### config.mk
export PLATFORM = sky130hd
export DESIGN_NAME = worst_k_uncertainty_tracker
export DESIGN_NICKNAME = d
export VERILOG_FILES = /design/src/wktr_pkg.sv /design/src/wktr_cell.sv /design/src/worst_k_uncertainty_tracker.sv
export SDC_FILE = /design/constraint.sdc
export NUM_CORES = 2
export LEC_CHECK = 0
export ABC_AREA = 1
export BUFFER_PORTS_ARGS = -buffer_cell sky130_fd_sc_hd__buf_2
export CAP_MARGIN = 20
export CORE_AREA = 10 10 274 538
export DETAILED_ROUTE_END_ITERATION = 8
export DIE_AREA = 0 0 284 548
export PLACE_DENSITY_LB_ADDON = 0.12
export SLEW_MARGIN = 20
export SYNTH_ARGS = -nofsm -noshare
export SYNTH_HDL_FRONTEND = slang
export SYNTH_HIERARCHICAL = 1
export SYNTH_SLANG_ARGS = --single-unit
### constraint.sdc
create_clock -name clk -period 7.9 [get_ports clk]
set_clock_uncertainty 0.1 [all_clocks]
set_input_delay 1.185 -clock clk [delete_from_list [all_inputs] [get_ports clk]]
set_output_delay 1.185 -clock clk [all_outputs]
set_load 0.005 [all_outputs]
### src/wktr_pkg.sv
// ============================================================================
// wktr_pkg: shared types and constants of the worst-k uncertainty tracker
// Holds the transfer payload structs, the ranked entry type, command codes
// and the rank ordering function used by every list cell.
// ============================================================================
package wktr_pkg;

  // List depth and stored index width
  localparam int MAX_KEEP   = 16;
  localparam int INDEX_BITS = 16;

  // Derived widths
  localparam int IDX_W  = (INDEX_BITS < 16) ? INDEX_BITS : 16;
  localparam int CNT_W  = $clog2(MAX_KEEP + 1);
  localparam int PTR_W  = (MAX_KEEP > 1) ? $clog2(MAX_KEEP) : 1;
  localparam int KEEP_W = 5;
  localparam int RANK_W = 4;

  // Command codes
  localparam logic [1:0] CMD_INSERT = 2'd0;
  localparam logic [1:0] CMD_CLEAR  = 2'd1;
  localparam logic [1:0] CMD_READ   = 2'd2;

  typedef struct packed {
    logic [1:0]  cmd;
    logic [15:0] point_index;
    logic [31:0] uncertainty_level;
  } in_item_t;

  typedef struct packed {
    logic [RANK_W-1:0] rank;
    logic [15:0]       worst_index;
    logic [31:0]       worst_level;
    logic              last_of_run;
    logic              list_empty;
  } out_item_t;

  // One held list entry
  typedef struct packed {
    logic [IDX_W-1:0] idx;
    logic [31:0]      level;
  } entry_t;

  // Pair a sorts strictly ahead of held entry b
  function automatic logic ranks_before(entry_t a, entry_t b);
    if (a.level != b.level) begin
      return a.level > b.level;
    end
    return a.idx > b.idx;
  endfunction

  // Clamp the written keep count to 1..MAX_KEEP
  function automatic logic [CNT_W-1:0] eff_keep(logic [KEEP_W-1:0] v);
    int k;
    k = int'(v);
    if (k < 1) begin
      k = 1;
    end
    if (k > MAX_KEEP) begin
      k = MAX_KEEP;
    end
    return CNT_W'(k);
  endfunction

endpackage

### src/wktr_cell.sv
// ============================================================================
// wktr_cell: one slot of the sorted worst-k list
// Compares the incoming pair against its own entry and, on an insert, keeps
// its entry, takes the new pair, or takes its upstream neighbor's entry.
// ============================================================================
module wktr_cell (
  input  logic             clk,
  input  logic             ins_fire,
  input  logic             slot_valid,
  input  wktr_pkg::entry_t new_entry,
  input  wktr_pkg::entry_t prev_entry,
  input  logic             prev_ahead,
  output wktr_pkg::entry_t entry_q,
  output logic             ahead
);

  wktr_pkg::entry_t entry_r;
  wktr_pkg::entry_t entry_nxt;

  // An empty slot always counts the new pair as ahead
  assign ahead = !slot_valid || wktr_pkg::ranks_before(new_entry, entry_r);

  // Shift down from the neighbor, drop the new pair in, or hold
  always_comb begin
    entry_nxt = entry_r;
    if (ins_fire) begin
      if (prev_ahead) begin
        entry_nxt = prev_entry;
      end else if (ahead) begin
        entry_nxt = new_entry;
      end
    end
  end

  always_ff @(posedge clk) begin
    entry_r <= entry_nxt;
  end

  assign entry_q = entry_r;

endmodule

### src/worst_k_uncertainty_tracker.sv
// ============================================================================
// worst_k_uncertainty_tracker: ranked list of the worst uncertainty points
// Row of compare-and-shift cells keeps pairs sorted by descending level,
// then descending index; readout streams the ranks through an output register.
// ============================================================================
// Insert and clear: one command accepted per cycle while idle with no keep-count write.
// Readout: one result per cycle unless out_ready stalls, count results (one for
//   an empty list); input is held off until the last result is loaded.
// First result is loaded once the sequencer enters its read state, then shows through the output register.
// Keep-count writes are taken only outside a readout and hold off input then.
// Synchronous active-low reset: list empty, keep count 16, output idle.
module worst_k_uncertainty_tracker (
  input  logic                           clk,
  input  logic                           rst_n,
  input  logic                           in_valid,
  output logic                           in_ready,
  input  wktr_pkg::in_item_t             in_data,
  output logic                           out_valid,
  input  logic                           out_ready,
  output wktr_pkg::out_item_t            out_data,
  input  logic                           cfg_valid,
  output logic                           cfg_ready,
  input  logic [wktr_pkg::KEEP_W-1:0]    cfg_data
);

  localparam logic ST_IDLE = 1'b0;
  localparam logic ST_READ = 1'b1;

  logic                         state_r, state_nxt;
  logic [wktr_pkg::CNT_W-1:0]   count_r, count_nxt;
  logic [wktr_pkg::CNT_W-1:0]   keep_r, keep_nxt;
  logic [wktr_pkg::PTR_W-1:0]   rd_ptr_r, rd_ptr_nxt;
  logic                         out_valid_r, out_valid_nxt;
  wktr_pkg::out_item_t          out_data_r, out_data_nxt;

  wktr_pkg::entry_t             new_entry;
  wktr_pkg::entry_t             cell_q [wktr_pkg::MAX_KEEP];
  logic [wktr_pkg::MAX_KEEP-1:0] ahead;
  logic                         in_fire;
  logic                         ins_fire;
  logic                         fits;
  logic                         load;
  logic                         rd_last;
  logic [wktr_pkg::CNT_W-1:0]   new_keep;
  logic [wktr_pkg::CNT_W-1:0]   bumped;
  wktr_pkg::entry_t             rd_entry;

  // Config write wins the cycle; never during a readout
  assign in_ready  = (state_r == ST_IDLE) && !cfg_valid;
  assign cfg_ready = (state_r == ST_IDLE);
  assign in_fire   = in_valid && in_ready;
  assign ins_fire  = in_fire && (in_data.cmd == wktr_pkg::CMD_INSERT);

  assign new_entry.idx   = in_data.point_index[wktr_pkg::IDX_W-1:0];
  assign new_entry.level = in_data.uncertainty_level;

  // Cell row: cell 0 has no upstream neighbor
  for (genvar i = 0; i < wktr_pkg::MAX_KEEP; i++) begin : g_cell
    if (i == 0) begin : g_head
      wktr_cell u_cell (
        .clk        (clk),
        .ins_fire   (ins_fire),
        .slot_valid (count_r > wktr_pkg::CNT_W'(i)),
        .new_entry  (new_entry),
        .prev_entry (new_entry),
        .prev_ahead (1'b0),
        .entry_q    (cell_q[i]),
        .ahead      (ahead[i])
      );
    end else begin : g_body
      wktr_cell u_cell (
        .clk        (clk),
        .ins_fire   (ins_fire),
        .slot_valid (count_r > wktr_pkg::CNT_W'(i)),
        .new_entry  (new_entry),
        .prev_entry (cell_q[i-1]),
        .prev_ahead (ahead[i-1]),
        .entry_q    (cell_q[i]),
        .ahead      (ahead[i])
      );
    end
  end

  // The new pair lands inside the kept range
  assign fits     = ahead[wktr_pkg::PTR_W'(keep_r - 1'b1)];
  assign new_keep = wktr_pkg::eff_keep(cfg_data);
  assign bumped   = (count_r < keep_r) ? count_r + 1'b1 : keep_r;

  // Readout source and end-of-run detect
  assign rd_entry = cell_q[rd_ptr_r];
  assign rd_last  = (count_r == '0) ||
                    (wktr_pkg::CNT_W'(rd_ptr_r) + 1'b1 == count_r);
  assign load     = (state_r == ST_READ) && (!out_valid_r || out_ready);

  // Count, keep and sequencer
  always_comb begin
    count_nxt  = count_r;
    keep_nxt   = keep_r;
    state_nxt  = state_r;
    rd_ptr_nxt = rd_ptr_r;
    if (cfg_valid && cfg_ready) begin
      keep_nxt = new_keep;
      if (count_r > new_keep) begin
        count_nxt = new_keep;
      end
    end else if (in_fire) begin
      case (in_data.cmd)
        wktr_pkg::CMD_INSERT: begin
          if (fits) begin
            count_nxt = bumped;
          end
        end
        wktr_pkg::CMD_CLEAR: begin
          count_nxt = '0;
        end
        wktr_pkg::CMD_READ: begin
          state_nxt  = ST_READ;
          rd_ptr_nxt = '0;
        end
        default: begin
        end
      endcase
    end
    if (load) begin
      rd_ptr_nxt = rd_ptr_r + 1'b1;
      if (rd_last) begin
        state_nxt = ST_IDLE;
      end
    end
  end

  // Output register
  always_comb begin
    out_valid_nxt = out_valid_r;
    out_data_nxt  = out_data_r;
    if (load) begin
      out_valid_nxt = 1'b1;
      if (count_r == '0) begin
        out_data_nxt.rank        = '0;
        out_data_nxt.worst_index = '0;
        out_data_nxt.worst_level = '0;
        out_data_nxt.last_of_run = 1'b1;
        out_data_nxt.list_empty  = 1'b1;
      end else begin
        out_data_nxt.rank        = wktr_pkg::RANK_W'(rd_ptr_r);
        out_data_nxt.worst_index = 16'(rd_entry.idx);
        out_data_nxt.worst_level = rd_entry.level;
        out_data_nxt.last_of_run = rd_last;
        out_data_nxt.list_empty  = 1'b0;
      end
    end else if (out_ready) begin
      out_valid_nxt = 1'b0;
    end
  end

  always_ff @(posedge clk) begin
    if (!rst_n) begin
      state_r     <= ST_IDLE;
      count_r     <= '0;
      keep_r      <= wktr_pkg::eff_keep(wktr_pkg::KEEP_W'(16));
      rd_ptr_r    <= '0;
      out_valid_r <= 1'b0;
    end else begin
      state_r     <= state_nxt;
      count_r     <= count_nxt;
      keep_r      <= keep_nxt;
      rd_ptr_r    <= rd_ptr_nxt;
      out_valid_r <= out_valid_nxt;
    end
  end

  always_ff @(posedge clk) begin
    out_data_r <= out_data_nxt;
  end

  assign out_valid = out_valid_r;
  assign out_data  = out_data_r;

endmodule

; ---- Yosys cells after proc, flatten, opt, wreduce, memory -nomap -nowiden
; Cells that the tools add are included.
[classes]
add_sub_neg = 4
n_mul = 0
div_mod_pow = 0
n_lt_le_gt_ge = 54
eq_ne = 22
shifts = 0
mux = 103
n_bitwise = 2
n_reduce_logical = 81
[op_table]
columns = cell, n
row1 = 2-to-1 mux 48 bit, 32
row2 = > comparator 32 bit, 16
row3 = != test 32 bit, 16
row4 = > comparator 16 bit, 16
row5 = binary-select mux 48 bit (select 4 bit), 1
row6 = 2-to-1 mux 1 bit, 57
row7 = > comparator 5 x 4 -> 1 bit (second input constant), 8
row8 = nonzero test 2 bit, 19
row9 = 2-to-1 mux 5 bit, 7
row10 = > comparator 32 x 6 -> 1 bit (second input constant), 1
row11 = AND reduction 2 bit, 16
row12 = > comparator 5 x 3 -> 1 bit (second input constant), 4
row13 = logical NOT 1 bit, 18
row14 = logical OR 1 bit, 18
row15 = 2-to-1 mux 4 bit, 4
row16 = > comparator 5 x 1 -> 1 bit (second input constant), 2
row17 = > comparator 5 x 2 -> 1 bit (second input constant), 2
row18 = one-hot mux 5 bit (2 select lines), 1
row19 = adder 4 x 1 -> 5 bit (second input constant), 1
row20 = adder 5 x 1 -> 5 bit (second input constant), 1
row21 = equality test 5 bit, 1
row22 = greater-or-equal comparator 5 bit (second input constant), 1
row23 = > comparator 5 bit, 1
row24 = logical AND 1 bit, 5
row25 = other kinds (18), 18
[word_totals]
regBits = 838
latch_bits = 0
ramBits = 0
mem_bits_ro = 0
out_inout_bits = 57
word_cells = 308
n_memories = 0

; ---- Longest topological paths before layout
[logic_depth]
ltp_word = 10
mapped_depth = 26
depth_no_buf = 26

; ---- Hierarchy
; Netlist, hierarchy kept.
[by_module_without_submodules]
columns = module, instances, cells_per_inst, area_per_inst_um2, seq_area_each_um2
row1 = wktr_cell (g_cell[0].g_head.u_cell ...), 15, 428, 3420.8, 1441.4
row2 = worst_k_uncertainty_tracker, 1, 1605, 9899.5, 1941.9
row3 = wktr_cell (g_cell[4].g_body.u_cell), 1, 428, 3399.5, 1441.4

; ---- Least setup slack after synthesis
; No wires, ideal clock.
[synth_timing]
path_type = in2reg
from = in in_data[31] (netlist name)
to = reg g_cell[4].g_body.u_cell.entry_r (netlist bit g_cell[4].g_body.u_cell/entry_q[0]), enable pin
setup_ns = 0.402
t_arrival_ns = 3.649
slack_ns = 3.748
path_stages = 17
path_buffers = 2
cell_sequence = ha_1 -> nand2_2 -> nor2_4 -> nand2_2 -> nor2_4 -> nand2_2 -> nand2_1 -> nor2_1 -> nand2_2 -> nand2_2 -> nand2_1 -> clkbuf_1 -> inv_1 -> buf_2 -> nand3_2 -> nand2_1 -> inv_1
[synth_via]
elab_chain_cells = 6
word_cells_on_any_way = 14
[synth_rtl]
columns = item, line
row1 = "start, declared", worst_k_uncertainty_tracker.sv:17  ; input wktr_pkg::in_item_t in_data,
row2 = > comparator 32 bit / != test 32 bit (equally long branches), "wktr_pkg.sv:47, wktr_pkg.sv:46"
row3 = 2-to-1 mux 1 bit, wktr_pkg.sv:46  ; if (a.level != b.level) begin
row4 = 2-to-1 mux 1 bit (*), wktr_pkg.sv:49  ; return a.idx > b.idx;
row5 = logical OR 1 bit (*), wktr_cell.sv:21  ; assign ahead = !slot_valid || wktr_pkg::ranks_before(new_entry, entry_r);
row6 = named net ahead (one bit), worst_k_uncertainty_tracker.sv:38  ; logic [wktr_pkg::MAX_KEEP-1:0] ahead;
row7 = nonzero test 2 bit (no line) (*), n/a
row8 = AND reduction 2 bit (no line) (*), n/a
row9 = "end signal, assigned", wktr_cell.sv:36  ; entry_r <= entry_nxt;
row10 = "end, declared", wktr_cell.sv:17  ; wktr_pkg::entry_t entry_r;
; The timed path passes the listed nets; every way through them passes the cells marked *. The select of a mux whose other input is x is not followed.
; A chain may end at the register's enable or synchronous reset.

; ---- Worst setup path after layout
[layout_timing]
from = in in_data[37] (netlist name)
to = reg g_cell[2].g_body.u_cell.entry_r (netlist bit g_cell[2].g_body.u_cell/entry_q[3]), enable pin
[layout_via]
elab_chain_cells = 5
word_cells_on_any_way = 8
[layout_rtl]
columns = item, line
row1 = > comparator 16 bit, wktr_pkg.sv:49
row2 = 2-to-1 mux 1 bit, wktr_pkg.sv:49
row3 = logical OR 1 bit, wktr_cell.sv:21
row4 = named net ahead (one bit), worst_k_uncertainty_tracker.sv:38
row5 = nonzero test 2 bit (no line), n/a
row6 = AND reduction 2 bit (no line), n/a
row7 = "end signal, assigned", wktr_cell.sv:36
row8 = "end, declared", wktr_cell.sv:17
; The timed path passes the listed nets, and every way through them passes these cells.

==> impl_metrics.py <==
metrics = {
    "run_status": {
        "outcome": "finished clean",
    },
    "pwr": {
        "power.density_mw_per_mm2": 201,
        "p_leak_nw": 34.3,
        "ir_drop_v": 0.000145,
    },
    "routing": {
        "via_count": 60200,
        "routedWlPerCell_um": 27.6,
        "drt-initial-drc-count": 6099,
        "vias_per_cell": 5.80,
        "drt-pass1-iter-count": 8,
        "ant_nets": 0,
        "routed_wl_um": 287000,
        "drcViolationCount": 0,
    },
    "worst_setup_path": {
        "critPathLaunchType": "input pin",
        "cp_max_fo": 33,
        "path_class": "input pin to flip-flop",
        "crit_path_end_kind": "flip-flop",
        "crit_arrival_ps": 5650,
        "crit_required_ps": 8190,
    },
    "floorplan": {
        "die_w_um": 284,
        "num_rows": 193,
        "coreArea_mm2": 0.138,
        "initial_core_util_pct": 46.7,
        "die_h_um": 548,
        "dieArea_mm2": 0.156,
        "io_pins": 117,
    },
    "global_routing": {
        "grt_usage_pct": 35.8,
        "grt_pass1_wl_um": 404000,
        "grt_pass1_vias": 58700,
        "antenna_found_initial": 27,
        "met1_usage_pct": 35.0,
        "grt_max_degree": 162,
        "grt_util_met2_pct": 62.6,
        "met3_usage_pct": 5.20,
        "busiest_layer": "met2",
        "grt-ovfl-total": 0,
    },
    "cts": {
        "htreeDepth": 3,
        "numCtsBuffers": 86,
        "cts_max_path_buffers": 3,
        "insertion_delay_ps": 730,
        "cts.clk_slew.worst_paths_ps": 60,
        "cts_tree": "yes",
        "cts_setup_buffers": 0,
        "clkSinkCount": 838,
        "cts_hold_buffers": 0,
        "ctsResizeCount": 0,
        "clockRootBuffer": "clkbuf_16",
    },
    "logic_synthesis": {
        "avgSynthCellArea_um2": 7.64,
        "synth.cell_area_mm2": 0.0646,
        "yosysWarnings": 6,
        "synth_cell_type_count": 41,
        "synth.yosys.seq_area_share_pct": 38.7,
        "syn-num-nets": 9297,
        "synthCells": 8453,
        "yosys_register_bits": 838,
    },
    "placed_design": {
        "place.gp.congestion": 1.01,
        "numPortBuffers": 116,
        "dpl.hpwl_um": 194000,
        "place_area_mm2": 0.0667,
    },
    "sta": {
        "fin_crit_sh_pct": 67.9,
        "finalCriticalPeriod_ps": 5370,
        "finalHoldViolCount": 0,
        "finalSetupViolCount": 0,
        "fmaxAchievable_mhz": 186,
        "worstMarginPinSlew_ps": 1190,
        "grt_setup_unrepaired": "false",
        "drv_slew": 0,
        "max_slew_margin_pct": 19.6,
        "fin_setup_tns_ps": 0,
    },
    "layout": {
        "fin_nets": 9266,
        "final_area_mm2": 0.0697,
        "layout-drive-gt1-share_pct": 8.36,
        "area_delta_synth_final_pct": 7.93,
    },
    "flow_run": {
        "drv_cap": 0,
    },
    "min_path": {
        "hold_path_class": "flip-flop to flip-flop",
    },
}
-- cells in the final DEF (no fill, tap or decap), types with 7 or more instances in the layout --
cell	netlist	layout
nand4_1	22	22
edfxtp_1	822	822
clkinv_2	0	18
nand2_2	160	175
o21ai_1	67	67
a21o_1	48	48
nand2_1	3186	3171
buf_2	91	116
nand3_1	90	90
nand3_2	17	17
nor2_1	623	623
o211ai_1	63	63
inv_6	0	7
a21oi_1	386	383
inv_1	1052	1017
clkbuf_1	193	14
inv_2	2	32
nor3_1	19	17
nor2_4	63	63
nor2_2	48	48
o21ai_0	428	428
o221ai_1	131	131
ha_1	784	784
o22ai_1	62	62
clkinv_1	2	14
clkbuf_16	0	91
buf_4	28	103
dfxtp_1	16	12
diode_2	0	27
bufinv_16	0	11
-- final cells by class --
class	instances	area, um2
Antenna cell	27	67.6
Sequential cell	838	25000
Inverter	1057	3990
Tap cell	1852	2320
Timing Repair Buffer	225	1470
Fill cell	13600	68600
Clock buffer	106	2340
Multi-Input combinational cell	6214	33900
Clock inverter	53	589
-- per-layer routing --
metal | vias up | wire length, um
met1 | 28400 | 90000
met2 | 3189 | 141000
li1 | 27500 | -
met5 | - | 68
met3 | 1138 | 20700
met4 | 10 | 34900
-- Yosys cell counts (all sizes together) --
| cell type | n | area (um2) |
|---|---|---|
| a21o | 48 | 360 |
| nand4 | 22 | 138 |
| nand3b | 1 | 7.51 |
| o221ai | 131 | 1150 |
| o22ai | 62 | 388 |
| clkbuf | 214 | 961 |
| dfxtp | 16 | 320 |
| o211ai | 63 | 473 |
| a21oi | 386 | 1930 |
| o31ai | 4 | 30.0 |
| o21ai | 496 | 2490 |
| nand3 | 107 | 621 |
| or2 | 1 | 6.26 |
| a31oi | 3 | 18.8 |
| buf | 130 | 791 |
| nand2 | 3346 | 13000 |
| a211oi | 1 | 7.51 |
| ha | 784 | 9810 |
| nor3 | 19 | 95.1 |
| edfxtp | 822 | 24700 |
| nor2 | 734 | 3350 |
| xnor2 | 2 | 17.5 |
| clkinv | 2 | 7.51 |
| conb | 1 | 3.75 |
| xor2 | 3 | 26.3 |
| inv | 1055 | 3970 |
-- worst max-delay path, cell delays in order --
cell and delay (ps):
buf_2 670, ha_1 290, nand2_1 60, nor2_1 400
nand2_1 100, nand2_1 310, nand2_1 90, nand2_1 100
nand2_2 140, nand2_2 90, nand2_2 70, nand2_2 360
buf_4 460, inv_2 80, nand3_2 80, nand2_1 70
inv_2 570, buf_12 350
-- worst paths after layout --
check / startpoint / end / slack [ps] / cells after the start
max reg2reg: g_cell[1].g_body.u_cell/entry_q[47] / g_cell[2].g_body.u_cell/entry_q[3] / 3070 / 16
min reg2reg: keep_r[1] / keep_r[1] / 370 / 2
max: in_data[37] / g_cell[2].g_body.u_cell/entry_q[3] / 2530 / 18
min: keep_r[1] / keep_r[1] / 370 / 2
-- logic make-up (layout without fill, tap and decap cells) --
kind of cell	count (synthesis)	count (layout)	share of synthesized area, %
and+or+nand+nor	4230	4230	26.6
AOI/OAI and AO/OA	1194	1194	10.6
adders and majority gates	784	784	15.2
xor gates and xnor gates	5	5	0.0678
other	1	28	0.00580
buffers and inverters	1401	1441	8.87
DFF	838	838	38.7
-- sequential cells by signal, summed over array words and instances (netlist names) --
name,count
g_cell.g_body.u_cell/entry_q,720
out_valid,1
out_data,54
keep_r,5
g_cell.g_head.u_cell/entry_q,48
rd_ptr_r,4
state_r,1
count_r,5
-- power breakdown --
| group | switching, mW | total, mW | internal (mW) |
|---|---|---|---|
| clock | 2.02 | 4.50 | 2.49 |
| sequential | 0.138 | 5.42 | 5.28 |
| combinational | 3.13 | 4.06 | 0.935 |
-- stage by stage --
| stage | cells | hold WS (ps) | setup WS [ps] | power [mW] | utilization [%] |
|---|---|---|---|---|---|
| 2_1_floorplan | 8453 | 345 | 3750 | 7.68 | - |
| 3_3_place_gp | 10200 | 357 | 2110 | 9.32 | 48.2 |
| 3_5_place_dp | 10200 | 356 | 2090 | 9.40 | 48.2 |
| 4_1_cts | 10300 | 366 | 2820 | 13.9 | 50.3 |
| 5_1_grt | 10400 | 382 | 2490 | 14.4 | 50.4 |
| 6_report | 10400 | 367 | 2530 | 14.0 | 50.4 |
Power figures use the tool's default switching activity.
